### config.mk
export PLATFORM = sky130hd
export DESIGN_NAME = rc_serial_frame_decoder
export DESIGN_NICKNAME = d
export VERILOG_FILES = /design/src/hdl/rcsfd_pkg.sv /design/src/hdl/rcsfd_ctrl.sv /design/src/hdl/rcsfd_datapath.sv /design/src/hdl/rc_serial_frame_decoder.sv
export SDC_FILE = /design/constraint.sdc
export NUM_CORES = 1
export LEC_CHECK = 0
export ABC_AREA = 1
export BUFFER_PORTS_ARGS = -buffer_cell sky130_fd_sc_hd__buf_2
export CAP_MARGIN = 20
export CORE_MARGIN = 5
export CORE_UTILIZATION = 48
export DETAILED_ROUTE_END_ITERATION = 8
export MAX_ROUTING_LAYER = met4
export PLACE_DENSITY = 0.67
export SLEW_MARGIN = 20
export SYNTH_ARGS = -nofsm -noshare
export SYNTH_HDL_FRONTEND = slang
export SYNTH_SLANG_ARGS = --single-unit
### constraint.sdc
create_clock -name clk -period 5.88 [get_ports clk]
set_input_delay 0.294 -clock clk [delete_from_list [all_inputs] [get_ports clk]]
set_output_delay 0.294 -clock clk [all_outputs]
set_load 0.05 [all_outputs]
### src/hdl/rcsfd_pkg.sv
// ----------------------------------------------------------------------------
// rcsfd_pkg
// Shared constants and types for the RC serial frame decoder: frame layout,
// marker bytes, flag bit positions, state codes and control bundles.
// ----------------------------------------------------------------------------
package rcsfd_pkg;

  // Frame layout: start byte, 22 channel data bytes, flag byte, end byte.
  localparam int FRAME_BYTES    = 25;
  localparam int STORE_DEPTH    = FRAME_BYTES - 2;
  localparam int DATA_BYTES     = STORE_DEPTH - 1;
  localparam int CHAN_BITS      = 11;
  localparam int DATA_BITS      = DATA_BYTES * 8;
  localparam int MAX_CHANNELS   = 16;
  localparam int CHANNEL_COUNT_DEFAULT = 16;

  localparam int COUNT_W   = 5;
  localparam int INDEX_W   = 4;

  localparam logic [COUNT_W-1:0] FLAG_SLOT = COUNT_W'(STORE_DEPTH - 1);

  localparam logic [7:0] START_BYTE = 8'h0F;
  localparam logic [7:0] END_BYTE   = 8'h00;

  // Bit positions inside the flag byte.
  localparam int FRAME_LOST_BIT = 2;
  localparam int FAILSAFE_BIT   = 3;
  localparam int SWITCH_ONE_BIT = 4;
  localparam int SWITCH_TWO_BIT = 5;

  typedef enum logic [2:0] {
    ST_HUNT    = 3'b001,
    ST_COLLECT = 3'b010,
    ST_EMIT    = 3'b100
  } state_t;

  // Commands from the controller to the datapath.
  typedef struct packed {
    logic data_we;   // shift a data byte into the frame store
    logic flag_we;   // capture the flag byte
    logic ch_clear;  // rewind the channel readout
    logic ch_step;   // advance to the next channel
  } cmd_t;

  // Status from the datapath to the controller.
  typedef struct packed {
    logic last_ch;
  } status_t;

endpackage

### src/hdl/rcsfd_ctrl.sv
// ----------------------------------------------------------------------------
// rcsfd_ctrl
// Controller: hunts for the start byte, counts frame bytes, checks the end
// byte and sequences the channel readout.
// ----------------------------------------------------------------------------
module rcsfd_ctrl import rcsfd_pkg::*; (
  input  logic       clk,
  input  logic       rst,
  input  logic       in_valid,
  output logic       in_ready,
  input  logic [7:0] rx_byte,
  output logic       out_valid,
  input  logic       out_ready,
  output cmd_t       cmd,
  input  status_t    status
);

  state_t             state, state_next;
  logic [COUNT_W-1:0] count, count_next;
  logic               in_acc;
  logic               out_acc;

  assign in_ready  = (state != ST_EMIT);
  assign out_valid = (state == ST_EMIT);
  assign in_acc    = in_valid && in_ready;
  assign out_acc   = out_valid && out_ready;

  always_comb begin
    state_next   = state;
    count_next   = count;
    cmd.data_we  = 1'b0;
    cmd.flag_we  = 1'b0;
    cmd.ch_clear = 1'b0;
    cmd.ch_step  = 1'b0;
    unique case (state)
      ST_HUNT: begin
        if (in_acc && (rx_byte == START_BYTE)) begin
          state_next = ST_COLLECT;
          count_next = '0;
        end
      end
      ST_COLLECT: begin
        if (in_acc) begin
          if (count < FLAG_SLOT) begin
            cmd.data_we = 1'b1;
            count_next  = count + COUNT_W'(1);
          end else if (count == FLAG_SLOT) begin
            cmd.flag_we = 1'b1;
            count_next  = count + COUNT_W'(1);
          end else begin
            // End byte: a bad one drops the frame without any result.
            count_next   = '0;
            cmd.ch_clear = 1'b1;
            state_next   = (rx_byte == END_BYTE) ? ST_EMIT : ST_HUNT;
          end
        end
      end
      ST_EMIT: begin
        if (out_acc) begin
          cmd.ch_step = 1'b1;
          if (status.last_ch) begin
            state_next = ST_HUNT;
          end
        end
      end
      default: begin
        state_next = ST_HUNT;
        count_next = '0;
      end
    endcase
  end

  always_ff @(posedge clk) begin
    if (rst) begin
      state <= ST_HUNT;
      count <= '0;
    end else begin
      state <= state_next;
      count <= count_next;
    end
  end

endmodule

### src/hdl/rcsfd_datapath.sv
// ----------------------------------------------------------------------------
// rcsfd_datapath
// Datapath: frame store as a byte shift line, flag register and the channel
// readout, which shifts the store down one 11-bit channel per result.
// ----------------------------------------------------------------------------
module rcsfd_datapath import rcsfd_pkg::*; #(
  parameter int CHANNEL_COUNT = CHANNEL_COUNT_DEFAULT
) (
  input  logic                 clk,
  input  logic                 rst,
  input  logic [7:0]           rx_byte,
  input  cmd_t                 cmd,
  output status_t              status,
  output logic [INDEX_W-1:0]   channel_index,
  output logic [CHAN_BITS-1:0] channel_value,
  output logic                 frame_lost,
  output logic                 failsafe,
  output logic                 switch_one,
  output logic                 switch_two,
  output logic                 last_channel
);

  localparam logic [INDEX_W-1:0] LAST_INDEX = INDEX_W'(CHANNEL_COUNT - 1);

  logic [DATA_BITS-1:0] store;
  logic [7:0]           flags;
  logic [INDEX_W-1:0]   ch;

  // Bytes enter at the top, so after the last data byte frame byte 1 sits at
  // the bottom and the bit stream reads LSB first from bit zero.
  always_ff @(posedge clk) begin
    if (cmd.data_we) begin
      store <= {rx_byte, store[DATA_BITS-1:8]};
    end else if (cmd.ch_step) begin
      store <= {{CHAN_BITS{1'b0}}, store[DATA_BITS-1:CHAN_BITS]};
    end
    if (cmd.flag_we) begin
      flags <= rx_byte;
    end
  end

  always_ff @(posedge clk) begin
    if (rst) begin
      ch <= '0;
    end else if (cmd.ch_clear) begin
      ch <= '0;
    end else if (cmd.ch_step) begin
      ch <= ch + INDEX_W'(1);
    end
  end

  assign status.last_ch = (ch == LAST_INDEX);

  assign channel_index = ch;
  assign channel_value = store[CHAN_BITS-1:0];
  assign frame_lost    = flags[FRAME_LOST_BIT];
  assign failsafe      = flags[FAILSAFE_BIT];
  assign switch_one    = flags[SWITCH_ONE_BIT];
  assign switch_two    = flags[SWITCH_TWO_BIT];
  assign last_channel  = (ch == LAST_INDEX);

endmodule

### src/hdl/rc_serial_frame_decoder.sv
// ----------------------------------------------------------------------------
// rc_serial_frame_decoder
// Decodes 25-byte RC serial frames into one result per channel with the
// frame flags attached.
// ----------------------------------------------------------------------------
//  Channel  Handshake            Payload
//  input    in_valid / in_ready  rx_byte
//  output   out_valid/ out_ready channel_index, channel_value, frame_lost,
//                                failsafe, switch_one, switch_two, last_channel
//
// Each received byte is taken while in_ready is high. A good end byte starts a readout
// of CHANNEL_COUNT results, one per cycle when out_ready is high, produced by
// shifting the frame store down one channel per result.
// in_ready is low during the readout; a stalled output simply holds it.
// Reset puts the decoder back to hunting for a start byte.
// ----------------------------------------------------------------------------
module rc_serial_frame_decoder import rcsfd_pkg::*; #(
  parameter int CHANNEL_COUNT = CHANNEL_COUNT_DEFAULT
) (
  input  logic                 clk,
  input  logic                 rst,
  input  logic                 in_valid,
  output logic                 in_ready,
  input  logic [7:0]           rx_byte,
  output logic                 out_valid,
  input  logic                 out_ready,
  output logic [INDEX_W-1:0]   channel_index,
  output logic [CHAN_BITS-1:0] channel_value,
  output logic                 frame_lost,
  output logic                 failsafe,
  output logic                 switch_one,
  output logic                 switch_two,
  output logic                 last_channel
);

  cmd_t    cmd;
  status_t status;

  rcsfd_ctrl u_ctrl (
    .clk       (clk),
    .rst       (rst),
    .in_valid  (in_valid),
    .in_ready  (in_ready),
    .rx_byte   (rx_byte),
    .out_valid (out_valid),
    .out_ready (out_ready),
    .cmd       (cmd),
    .status    (status)
  );

  rcsfd_datapath #(
    .CHANNEL_COUNT (CHANNEL_COUNT)
  ) u_datapath (
    .clk           (clk),
    .rst           (rst),
    .rx_byte       (rx_byte),
    .cmd           (cmd),
    .status        (status),
    .channel_index (channel_index),
    .channel_value (channel_value),
    .frame_lost    (frame_lost),
    .failsafe      (failsafe),
    .switch_one    (switch_one),
    .switch_two    (switch_two),
    .last_channel  (last_channel)
  );

endmodule

# Word level (Yosys, flattened, before mapping)
# Index checks and enable logic that the tools add are counted.
totals:
  output_inout_bits: 22
  in_bits: 12
  reg_bits: 194
  wordCells: 53
classes:
  n_lt_le_gt_ge: 1
  reduce_logical: 8
  n_bitwise: 1
  eq_ne: 13
  n_mux: 23
  addsub: 2
ops:
  columns: ["operator", "count"]
  rows:
  - ["2-to-1 mux 176 bit", 2]
  - ["2-to-1 mux 3 bit", 9]
  - ["2-to-1 mux 5 bit", 4]
  - ["case mux 5 bit (3 select lines)", 1]
  - ["case mux 3 bit (3 select lines)", 1]
  - ["equality test 8 x 4 -> 1 bit, second input constant", 1]
  - ["logical NOT 8 bit", 1]
  - ["inequality test 2 bit, second input constant", 4]
  - ["AND reduction 6 bit", 1]
  - ["adder 5 x 1 -> 5 bit, second input constant", 1]
  - ["equality test 5 bit, second input constant", 1]
  - ["< comparator 5 bit, second input constant", 1]
  - ["2-to-1 mux 1 bit", 5]
  - ["adder 4 x 1 -> 4 bit, second input constant", 1]
  - ["equality test 4 bit, second input constant", 1]
  - ["inequality test 2 x 1 -> 1 bit, second input constant", 2]
  - ["equality test 3 x 1 -> 1 bit, second input constant", 1]
  - ["equality test 3 x 2 -> 1 bit, second input constant", 1]
  - ["equality test 3 bit, second input constant", 1]
  - ["logical AND 1 bit", 3]
  - ["inequality test 3 bit, second input constant", 1]
  - ["AND reduction 3 bit", 1]
  - ["2-to-1 mux 2 bit", 1]
  - ["nonzero test 2 bit", 1]
  - ["2 further kinds", 2]

# Depth between registers and ports, before layout
# Gate-level depths: netlist of run 1.
depth:
  ltp_word: 6
  ltp_mapped: 10
  ltp_nobuf: 10

# Modules after synthesis
# Synthesis of run 1 repeated with hierarchy kept, for this count alone.
hier_totals:
  hier_cells: 794
  area_unflattened_um2: 8361.8
by_module_without_submodules:
  columns: ["mod", "n_inst", "seq_area_each_um2", "area_each_um2", "cells_each"]
  rows:
  - ["rcsfd_datapath", 1, 5485.3, 7744.9, 693]
  - ["rcsfd_ctrl", 1, 160.2, 616.8, 101]

# Least setup slack after synthesis of run 1
# OpenSTA, ideal clock, no wires.
synth_path:
  path_kind: "reg-to-reg"
  from: "register u_ctrl.count[2]"
  to: "register u_datapath.store[0], enable pin"
  setup_slack_ps: 426
  setup_ps: 1434
  stages_incl_launch_ff: 9
  required_ps: 4446
  synth_period_minus_slack_ps: 5454
  n_path_buf: 3
  t_arrival_ps: 4021
  cell_sequence: "dfxtp_1 > nand2_1 > nand2_2 > nand2_2 > nand2_4 > buf_6 > buf_6 > buf_4 > nand2_1"
synth_between:
  elab_chain_len: 5
synth_lines:
  columns: ["element", "line", "source"]
  rows:
  - ["start: declaration", "rcsfd_ctrl.sv:19", "logic [COUNT_W-1:0] count, count_next;"]
  - ["start signal: assignment", "rcsfd_ctrl.sv:79", "count <= count_next;"]
  - ["< comparator 5 bit", "rcsfd_ctrl.sv:44", "if (count < FLAG_SLOT) begin"]
  - ["2-to-1 mux 1 bit", "rcsfd_ctrl.sv:44", null]
  - ["2-to-1 mux 3 bit", "rcsfd_ctrl.sv:43", "if (in_acc) begin"]
  - ["2-to-1 mux 3 bit", "rcsfd_ctrl.sv:35", "unique case (state)"]
  - ["nonzero test 2 bit (no line)", null, null]
  - ["end signal: assignment", "rcsfd_datapath.sv:33", "store <= {rx_byte, store[DATA_BITS-1:8]};"]
  - ["end signal: assignment", "rcsfd_datapath.sv:35", "store <= {{CHAN_BITS{1'b0}}, store[DATA_BITS-1:CHAN_BITS]};"]
  - ["end: declaration", "rcsfd_datapath.sv:25", "logic [DATA_BITS-1:0] store;"]
# No other way between the ends.
# A chain may end at the register's enable or synchronous reset.

# Final worst setup path of run 1
layout_path:
  from: "register u_ctrl.count[2]"
  to: "register u_datapath.store[19], enable pin"
# Same word-level chain as after synthesis.

==> results by group, run 1 <==
Clock tree
  • Clock tree buffer depth: 2
  • Clk Tree Root Cell: clkbuf_16
  • CTS tree: built
  • TritonCTS Sinks: between 150 and 200
  • Post-CTS setup buffers: 0
  • Post-CTS sizing: 0
  • TritonCTS Buffers: 17
  • Worst-Skew Late Latency: approximately 0.43 ns
  • Clock Pin Slew Worst Setup and Hold Paths: 0.07 ns
  • H-Tree Depth: 4
  • CTS Hold Bufs: 0

Worst hold path
  • Tightest Hold Check Type: in2reg

Routing
  • Vias/cell: 5.19
  • Post-DRT Antenna Nets: 0
  • Initial drt markers: 282
  • Routed len/inst: 15.8 um
  • WL final: around 13 mm
  • First-pass DRT Iterations: 4
  • Vias: roughly 4300
  • DRC: 0

Final layout
  • Area growth from synthesis to layout: 7.37%
  • Nets: just under 600
  • Non-filler instance count after layout: a little over 800
  • Antenna diodes: 0
  • Final instance area: roughly 9600 um2
  • Layout cell share with drive strength beyond 1: a little over a third

Placement
  • Placed cell count: approximately 790
  • Post-DP Area: around 9000 um2
  • PortBufs: 33
  • Dpl hpwl: 7.91 mm
  • Placer congestion estimate: around 0.7

STA
  • Final Max Tran Viols: 0
  • Period utilisation layout: around 55%
  • Fmax: ~0.31 GHz
  • Fin crit period: around 3.2 ns
  • Worst Skew: between 0.009 and 0.01 ns
  • Worst-Margin Slew: between 1 and 1.5 ns
  • # setup viols final: 0
  • Total Neg Setup Slack: 0 ns
  • RSZ-0062 raised after global routing: false
  • Slew Limit Headroom: 30.9%
  • Hold Vio Cnt, Final: 0

Logic synthesis
  • Synthesized flop and latch total: roughly 190
  • Synthesized area: just under 9000 um2
  • Synth Warn #: 0
  • Mean Syn Cell Area: between 15 and 20 um2
  • Top_reg_cell synth: edfxtp_1
  • EDFF count, synth: 180
  • Synth cell types: 28
  • Synthesized Nets: between 500 and 600
  • Asr flop ratio synth: 0%
  • Post-Synthesis Cells: 560
  • Sequential element share of the synthesized area: approximately 63%

Die
  • Initial Util: between 40% and 50%
  • Die width: 146 um
  • Core area: 18100 um2
  • Die ar.: 21400 um2
  • Die height: roughly 150 um
  • Top-Level Pins: 34
  • FP Rows: ~50

GRT
  • Vias in the first global route: 4458
  • Remaining Overflow, GRT: 0
  • Pin count of the biggest net entering global routing: between 100 and 150
  • Initial antenna violation count: 0
  • First-pass GRT wire length: between 20 and 25 mm
  • All-Layer GR Usage: between 10 and 15%

Job
  • Max-capacitance violation count: 0

Pwr
  • Leak pwr: ~3.9 nW
  • Max IR drop VDD: approximately 0.00021 V
  • Power Density: approximately 330 nW/um2

Worst setup path
  • Worst endpoint data arrival time: about 3.3 ns
  • CP Max Fanout: between 100 and 150
  • Worst Setup Path Type: reg2reg
  • Worst EP required: 5.95 ns
  • Worst Setup End Kind: register
  • Crit start category: register

Status
  • Outcome: finished, final reports clean
[per-layer routing]
| metal | wire length, um | vias to the layer above | GRT usage, % |
|---|---|---|---|
| li1 | - | 2053 | - |
| met1 | 5540 | 2123 | 14.8 |
| met2 | 6830 | 84 | 21.6 |
| met3 | 479 | 15 | 3.75 |
| met4 | 153 | 0 | 4.14 |
| met5 | 0 | - | - |
[worst max-delay path: stages (launching register included)]
cell,delay [ns]
dfxtp_1,0.37
nand2_1,0.14
nand2_2,0.08
nand2_2,0.15
nand2_8,0.52
nand2_4,1.00
buf_12,0.54
[kinds of logic after synthesis]
logic type	after synthesis	synth area share (%)
buffers and inverters	76	6.25
AO/OA/AOI/OAI	35	1.98
multiplexers	140	22.5
XOR/XNOR	3	0.294
AND/OR/NAND/NOR	111	5.32
adder cells (fa/ha/maj)	3	0.420
flip-flops	192	63.2
[synthesized netlist by cell type, types with 3 or more instances]
cell type / count / area share (%)
xor2_1: 3 / 0.29
nand4_1: 3 / 0.21
nand3_1: 8 / 0.45
nor2_1: 43 / 1.8
edfxtp_1: 180 / 61
buf_2: 3 / 0.17
o21ai_0: 16 / 0.90
buf_12: 11 / 2.5
buf_4: 15 / 1.3
dfxtp_1: 12 / 2.7
a21oi_1: 17 / 0.95
ha_1: 3 / 0.42
nand2_1: 47 / 2.0
buf_6: 3 / 0.38
mux2_4: 116 / 20
inv_1: 41 / 1.7
mux2_2: 24 / 3.0
[sequential cells by signal, summed over array words and instances, names as in the netlist]
| name | count |
|---|---|
| u_datapath.store | 176 |
| u_ctrl.count | 5 |
| u_datapath.channel_index | 4 |
| u_datapath.flags | 4 |
| u_ctrl.state | 3 |
[layout by cell type, fill, tap and decap left out, types with 4 or more instances in the layout]
cell type,Yosys,final
a21oi_1,17,17
buf_2,3,33
clkbuf_16,0,17
clkinvlp_4,0,4
dfxtp_1,12,12
edfxtp_1,180,180
inv_1,41,41
inv_6,0,4
mux2_2,24,24
mux2_4,116,116
nand2_1,47,46
nand3_1,8,8
nor2_1,43,43
o21ai_0,16,16
[through the flow]
stage / setup slack [ns] / power, mW / util, % / hold WS [ns]
after CTS: 2.57 / 3.23 / 52.8 / 0.0344
after global placement: 2.67 / 2.13 / 49.8 / 0.489
final: 2.64 / 3.20 / 52.8 / 0.0572
after global routing: 2.39 / 3.35 / 52.8 / 0.0430
after detailed placement: 2.60 / 2.15 / 49.8 / 0.488
after floorplan: 0.426 / 2.10 / - / 0.363
[final timing paths]
kind / start / to / slack, ns / depth (start not counted)
worst max-delay path: u_ctrl.count[2] / u_datapath.store[19] / 2.64 / 6
worst min-delay path: rx_byte[5] / u_datapath.flags[5] / 0.06 / 1
worst max register to register: u_ctrl.count[2] / u_datapath.store[19] / 2.64 / 6
worst min register to register: u_ctrl.count[1] / u_ctrl.count[1] / 0.54 / 2
[cell type report]
| class | count | area (um2) |
|---|---|---|
| flip-flops and latches | 192 | 5650 |
| multi-input cells | 292 | 2740 |
| repair buffers | 35 | 196 |
| fillers | 1484 | 8560 |
| well taps | 229 | 287 |
| clock buffers | 17 | 425 |
| clock inverters | 15 | 130 |
| inverters | 43 | 161 |
[where the power goes]
part / internal [mW] / switching, mW / total [mW]
combinational: 0.189 / 0.255 / 0.443
clock: 0.554 / 0.531 / 1.09
sequential: 1.63 / 0.0482 / 1.68
No activity file was read; power rests on OpenSTA's default activity.
==> run 2, diff against run 1 <==
- clock period: 5.88 -> 2.93 ns (I/O delays scaled with it)
==> run 2 against run 1 <==
  * Hold slack worse by 0.026 ns
  * Fmax is 46% higher
  * Register-to-register slack worse by 1.9 ns
  * Non-clock buffer count is 10 higher
  * Clock power is 120% higher
  * Clock skew is 0.00066 ns lower
  * Via count is 0.68% lower
  * Power is 110% higher
  * Sequential share of layout area is 1.2 points lower
  * Critical path type unchanged
  * Critical endpoint is now u_datapath.store[102]
  * Largest cell class unchanged
  * Largest power group unchanged
==> results by group, run 2 (synthesis results as in run 1) <==
Pwr
  • Switching power: 1.58 mW (+89%)
  • Max IR drop VDD: 0.000417 V (+95%)
  • Leak pwr: 4.01 nW (+2.5%)
  • Gate power share: 13.6% (-0.2 points)
  • Sw Ratio: 23.6% (-2.4 points)
  • Internal Power: 5.09 mW (+110%)
  • Clock share of power: 36.1% (+2.2 points)
  • Flop pwr share: 50.3% (-2.0 points)
  • Power Density: 681 nW/um2 (+100%)

Worst setup path
  • CP startpoint: u_ctrl.count[2]
  • Worst Setup EP: u_datapath.store[102]
  • CP Max Fanout: 43 (-67%)
  • Worst Setup End Kind: register
  • R2R setup slack: 0.71 ns (-1.93 ns)
  • R2r startpoint: u_ctrl.count[2]
  • Worst reg2reg path depth: 6 (unchanged)
  • Worst Setup Path Type: reg2reg
  • Crit start category: register
  • Worst EP required: 3.10 ns (-2.85 ns)
  • Reg2Reg Capture Point: u_datapath.store[102]
  • Worst endpoint data arrival time: 2.39 ns (-0.91 ns)

STA
  • RSZ-0062 raised after global routing: false
  • Slew Limit Headroom: 56.7% (+26 points)
  • Hold Vio Cnt, Final: 0 (unchanged)
  • Worst setup margin: 0.710 ns (-1.93 ns)
  • # setup viols final: 0 (unchanged)
  • Final Max Tran Viols: 0 (unchanged)
  • Fin crit period: 2.22 ns (-1.02 ns)
  • Fmax: 0.450 GHz (+46%)
  • Worst Skew: 0.00861 ns (-0.000660 ns)
  • Period utilisation layout: 75.8% (+21 points)
  • Total Neg Setup Slack: 0 ns (unchanged)
  • Worst-Margin Slew: 0.645 ns (-0.392 ns)

Status
  • Outcome: finished, final reports clean

Clock tree
  • Post-CTS setup buffers: 0 (unchanged)
  • Post-CTS sizing: 0 (unchanged)
  • Clk Tree Root Cell: clkbuf_16
  • Clock Pin Slew Worst Setup and Hold Paths: 0.07 ns (about the same)
  • TritonCTS Buffers: 17 (unchanged)
  • CTS tree: built
  • H-Tree Depth: 4 (unchanged)
  • CTS Hold Bufs: 5 (+5)
  • Clock tree buffer depth: 2 (unchanged)
  • Worst-Skew Late Latency: 0.42 ns (about the same)
  • TritonCTS Sinks: 192 (unchanged)

Final layout
  • Most common cell after layout, fill and taps aside: edfxtp_1
  • Top Registers: u_datapath.store x176, u_ctrl.count x5
  • Antenna diodes: 0 (unchanged)
  • Nets: 606 (+1.7%)
  • Layout cell share with drive strength beyond 1: 36.1% (-0.10 points)
  • Number of flip-flops in the largest register: 176 (unchanged)
  • Final instance area: 9800 um2 (+2.2%)
  • Largest Register: u_datapath.store
  • Filler cells: 1442 (-2.8%)
  • Commonest cells after routing, fill and taps aside: edfxtp_1, mux2_4, nand2_1, nor2_1, inv_1
  • Area growth from synthesis to layout: 9.69%

Placement
  • Post-DP Area: 9130 um2 (+1.1%)
  • Placer congestion estimate: 0.784 (+12%)
  • Post-Place Worst Slack: 0.697 ns (-1.90 ns)
  • PortBufs: 33 (unchanged)
  • Dpl hpwl: 8.06 mm (+1.9%)

Job
  • Max-capacitance violation count: 0 (unchanged)

Routing
  • Vias/cell: 5.10 (-1.9%)
  • Routed len/inst: 15.6 um (-0.92%)
  • Vias: 4246 (-0.68%)
  • DRC: 0 (unchanged)
  • Initial drt markers: 281 (-0.35%)
  • First-pass DRT Iterations: 4 (unchanged)
  • WL final: 13.0 mm (+0.28%)
  • Post-DRT Antenna Nets: 0 (unchanged)

GRT
  • First-pass GRT wire length: 21.3 mm (-0.93%)
  • All-Layer GR Usage: 12.9% (+0.061 points)
  • Initial antenna violation count: 0 (unchanged)
  • Pin count of the biggest net entering global routing: 83 (-38%)
  • Remaining Overflow, GRT: 0 (unchanged)
  • Vias in the first global route: 4373 (-1.9%)

Die
  • FP Rows: 49 (unchanged)
  • Die width: 146 um (unchanged)
  • Die ar.: 21400 um2 (unchanged)
  • Die height: 146 um (unchanged)
  • Top-Level Pins: 34 (unchanged)
  • Initial Util: 49.2% (unchanged)
  • Core area: 18100 um2 (unchanged)

Worst hold path
  • Startpoint of the worst hold path: rx_byte[6]
  • Tightest Hold Check Type: in2reg
  • Hold Path Cell Cnt: 3 (+2)
[run 2: cell types whose count changed in the layout (fill, tap and decap cells not counted), moves of 3 or more]
cell           before  now
dlygate4sd3_1       0    5
buf_12              1    5
bufinv_16           0    4
inv_6               4    1
[run 2: final cells by class]
cell class / count / area (um2) / area share (%)
inverter: 43 / 161 / 1.65
sequential: 192 / 5650 / 57.6
tap: 229 / 287 / 2.92
multi-input combinational: 292 / 2750 / 28.1
clock buffer: 19 / 433 / 4.42
timing repair buffer: 45 / 330 / 3.37
clock inverter: 13 / 188 / 1.92
[run 2: power groups by stage]
stage | registers [mW] | logic [mW] | clock network (mW)
after global routing | 3.37 | 0.998 | 2.58
after CTS | 3.36 | 0.911 | 2.46
after detailed placement | 3.42 | 0.899 | 0
final | 3.36 | 0.905 | 2.41
after floorplan | 3.39 | 0.791 | 0
after global placement | 3.41 | 0.873 | 0
[run 2: critical path, stage by stage, from the launching register on]
cell and delay [ns]:
dfxtp_1 0.43, nand2_1 0.12, nand2_2 0.08, nand2_2 0.10, nand2_8 0.37, buf_4 0.51, mux2_4 0.35
[run 2: through the flow]
step | util [%] | hold WS [ns] | instances | power [mW]
after floorplan | - | 0.216 | 560 | 4.19
after global placement | 50.3 | 0.341 | 796 | 4.28
after detailed placement | 50.3 | 0.341 | 796 | 4.31
after CTS | 54.0 | 0.0117 | 833 | 6.73
after global routing | 54.0 | 0.0351 | 833 | 6.95
final | 54.0 | 0.0307 | 833 | 6.67
[run 2: worst min-delay path by stage]
stage / to / slack [ns]
6_report: u_datapath.store[174] / 0.03
5_1_grt: u_datapath.store[174] / 0.04
4_1_cts: u_datapath.store[174] / 0.01
3_5_place_dp: u_datapath.flags[5] / 0.34
3_3_place_gp: u_datapath.flags[5] / 0.34
2_1_floorplan: u_ctrl.count[1] / 0.22
[run 2: per-layer routing]
layer / track usage, % / share of wire (%) / vias to the layer above
met4: 3.86 / 0.53 / 0
met2: 21.3 / 51 / 71
met3: 3.53 / 4.1 / 8
met1: 15.5 / 44 / 2094
met5: - / 0 / -
li1: - / - / 2073
==> run 3, diff against run 2 <==
- ABC_AREA: 1 -> 0
- PLACE_DENSITY: 0.67 -> default
- clock period: 2.93 -> 2.07 ns (I/O delays scaled with it)
==> run 3 against run 2 <==
  * Power up 14%
  * Fmax up 13%
  * Hold slack better by 0.094 ns
  * Register-to-register slack worse by 0.61 ns
  * Setup slack worse by 0.61 ns
  * Flip-flop and latch count unchanged
  * Global-route usage up 0.40 points
  * Synthesized cell count down 16%
  * Die area down 6.2%
  * Sequential power up 26%
  * Critical endpoint is now u_ctrl.state[1]
  * Highest routed layer unchanged
==> results by group, run 3 <==
Status
  • Outcome: finished, final reports clean

STA
  • Worst-Margin Slew: 0.561 ns (-0.0842 ns)
  • Fin crit period: 1.97 ns (-0.249 ns)
  • Fmax: 0.507 GHz (+13%)
  • Final Max Tran Viols: 0 (unchanged)
  • Hold slack: 0.125 ns (+0.0944 ns)
  • Hold Vio Cnt, Final: 0 (unchanged)
  • Period utilisation layout: 95.2% (+19 points)
  • Slew Limit Headroom: 62.3% (+5.6 points)
  • Worst Skew: 0.00771 ns (-0.000898 ns)
  • RSZ-0062 raised after global routing: false
  • # setup viols final: 0 (unchanged)

Clock tree
  • Clk Tree Root Cell: clkbuf_16
  • Post-CTS sizing: 0 (unchanged)
  • CTS tree: built
  • Worst-Skew Late Latency: 0.43 ns (about the same)
  • Clock Pin Slew Worst Setup and Hold Paths: 0.07 ns (about the same)
  • H-Tree Depth: 4 (unchanged)
  • TritonCTS Buffers: 17 (unchanged)
  • Clock tree buffer depth: 2 (unchanged)
  • TritonCTS Sinks: 192 (unchanged)

Final layout
  • Layout cell share with drive strength beyond 1: 48.0% (+12 points)
  • Largest Register: u_datapath.store
  • Area of the multi-input gates: 2450 um2 (-11%)
  • Register area: 5650 um2 (about the same)
  • Nets: 542 (-11%)
  • Number of flip-flops in the largest register: 176 (unchanged)
  • Top Registers: u_datapath.store x176, u_ctrl.count x5
  • Most common cell after layout, fill and taps aside: edfxtp_1
  • Filler cells: 1376 (-4.6%)
  • Area growth from synthesis to layout: 14.7%
  • Final instance area: 9560 um2 (-2.4%)
  • Commonest cells after routing, fill and taps aside: edfxtp_1, mux2_2, buf_2, clkbuf_16, buf_4
  • Antenna diodes: 0 (unchanged)

Pwr
  • Flop pwr share: 55.6% (+5.3 points)
  • Sw Ratio: 21.1% (-2.5 points)
  • Total power: 7.61 mW (+14%)
  • Gate power share: 2.6% (-11 points)
  • Switching power: 1.61 mW (+2.0%)
  • Max IR drop VDD: 0.000584 V (+40%)
  • Leak pwr: 3.15 nW (-22%)
  • Clock share of power: 41.8% (+5.7 points)
  • Power Density: 795 nW/um2 (+17%)
  • Internal Power: 6.00 mW (+18%)

Routing
  • WL final: 12.2 mm (-6.3%)
  • DRC: 0 (unchanged)
  • Initial drt markers: 201 (-28%)
  • DR WL met2: 6.28 mm (-5.8%)
  • Post-DRT Antenna Nets: 0 (unchanged)
  • Met3 wire length: 309 um (-42%)
  • Top Layer Used: met4
  • Vias: 4039 (-4.9%)
  • M1 WL: 5.45 mm (-5.6%)
  • Routed len/inst: 16.0 um (+2.1%)
  • First-pass DRT Iterations: 4 (unchanged)
  • Vias/cell: 5.28 (+3.6%)

Die
  • Die height: 142 um (-3.1%)
  • Top-Level Pins: 34 (unchanged)
  • Die ar.: 20100 um2 (-6.2%)
  • Core area: 17200 um2 (-5.4%)
  • Die width: 142 um (-3.1%)
  • FP Rows: 48 (-2.0%)
  • Initial Util: 48.6% (-0.66 points)

Worst setup path
  • Worst EP required: 2.39 ns (-0.71 ns)
  • Worst endpoint data arrival time: 2.29 ns (-0.10 ns)
  • Crit-path slowest cell: dfxtp_1
  • Delay of the slowest critical-path stage: 0.38 ns (-0.13 ns)
  • CP Max Fanout: 6 (-86%)
  • Worst Setup End Kind: register
  • Worst Setup Path Type: reg2reg
  • Crit start category: register
  • Cell Chain, Critical Path: inv_1 -> ha_1 -> and4b_1 -> and3b_1 -> a211oi_2 -> mux2_2

Logic synthesis
  • Mean Syn Cell Area: 17.7 um2 (+11%)
  • Area share of the largest cell type after synthesis: 64.8% (+4.3 points)
  • Synthesized flop and latch total: 192 (unchanged)
  • Asr flop ratio synth: 0% (unchanged)
  • Cell taking the most area after synthesis: edfxtp_1
  • Synthesized Nets: 487 (-15%)
  • Synth Warn #: 0 (unchanged)
  • Post-Synthesis Cells: 472 (-16%)
  • Synth cell types: 43 (+54%)
  • EDFF count, synth: 180 (unchanged)
  • Top_reg_cell synth: edfxtp_1
  • Synth cell count leaders: edfxtp_1, mux2_2, buf_4, buf_6, dfxtp_1
  • Top-count cell post-synth: edfxtp_1
  • Synthesized area: 8340 um2 (-6.6%)
  • Top cells by area, synth: edfxtp_1, mux2_2, dfxtp_1
  • Sequential element share of the synthesized area: 67.7% (+4.5 points)

Placement
  • PortBufs: 33 (unchanged)
  • Dpl hpwl: 8.25 mm (+2.3%)
  • Post-DP Area: 8880 um2 (-2.7%)
  • Placer congestion estimate: 0.779 (-0.71%)

GRT
  • All-Layer GR Usage: 13.3% (+0.40 points)
  • Pin count of the biggest net entering global routing: 46 (-45%)
  • First-pass GRT wire length: 20.7 mm (-3.0%)
  • Remaining Overflow, GRT: 0 (unchanged)
  • Initial antenna violation count: 0 (unchanged)
  • Vias in the first global route: 4074 (-6.8%)

Job
  • Max-capacitance violation count: 0 (unchanged)

Worst hold path
  • Tightest Hold Check Type: in2reg
## run 3: layer usage
layer | track usage [%] | up-vias
li1 | - | 1953
met1 | 16.6 | 2021
met2 | 20.9 | 48
met3 | 3.17 | 17
met4 | 5.20 | 0
met5 | - | -
## run 3: metrics by stage
| step | utilization (%) | instances | TNS [ns] | worst slack (ns) |
|---|---|---|---|---|
| after detailed placement | 51.7 | 722 | 0 | 0.0807 |
| after CTS | 55.6 | 764 | 0 | 0.0620 |
| after floorplan | - | 472 | -144.90 | -0.823 |
| after global placement | 51.7 | 722 | 0 | 0.134 |
| after global routing | 55.7 | 765 | 0 | 0.00745 |
| final | 55.7 | 765 | 0 | 0.0986 |
## run 3: what timing repair did
action,CTS,global route
hold endpoints to repair,18,0
endpoints found under the setup margin,0,128
setup buffers,0,1
hold buffers,10,0
## run 3: worst max-delay path, delay by kind of cell, from the launching register on
kind | cells | cell delay (ns)
buf+inv | 1 | 0.08
flops | 1 | 0.38
simple gates | 2 | 0.55
compound gates | 1 | 0.26
fa+ha+maj | 1 | 0.21
mux | 1 | 0.37
## run 3: logic make-up after synthesis
kind of cell    after synthesis  share of synthesized area (%)
buf+inv                      34                           3.26
simple gates                 48                           3.74
flops                       192                           67.7
xor+xnor                      3                          0.315
compound gates               26                           2.13
fa+ha+maj                     3                          0.450
mux                         166                           22.4
## run 3: path summary, 6_finish.rpt
kind	from	end	slack, ns	cells past startpoint
worst min register to register	u_datapath.channel_index[3]	u_datapath.channel_index[3]	0.53	2
worst min-delay path	in_valid	u_ctrl.state[0]	0.13	3
worst max register to register	u_ctrl.count[0]	u_ctrl.state[1]	0.1	6
worst max-delay path	u_ctrl.count[0]	u_ctrl.state[1]	0.1	6
## run 3: layout make-up
type | count | area share (%)
Clock buffer | 17 | 4.45
Clock inverter | 15 | 1.57
Inverter | 2 | 0.0785
Multi-Input combinational cell | 246 | 25.6
Sequential cell | 192 | 59.1
Tap cell | 225 | 2.94
Timing Repair Buffer | 68 | 6.31
## run 3: power groups by stage
stage / Sequential [mW] / Combinational [mW] / Clock (mW)
final: 4.23 / 0.198 / 3.18
after floorplan: 4.31 / 0.132 / 0
after CTS: 4.23 / 0.196 / 3.27
after global routing: 4.23 / 0.220 / 3.46
after detailed placement: 4.31 / 0.181 / 0
after global placement: 4.31 / 0.173 / 0
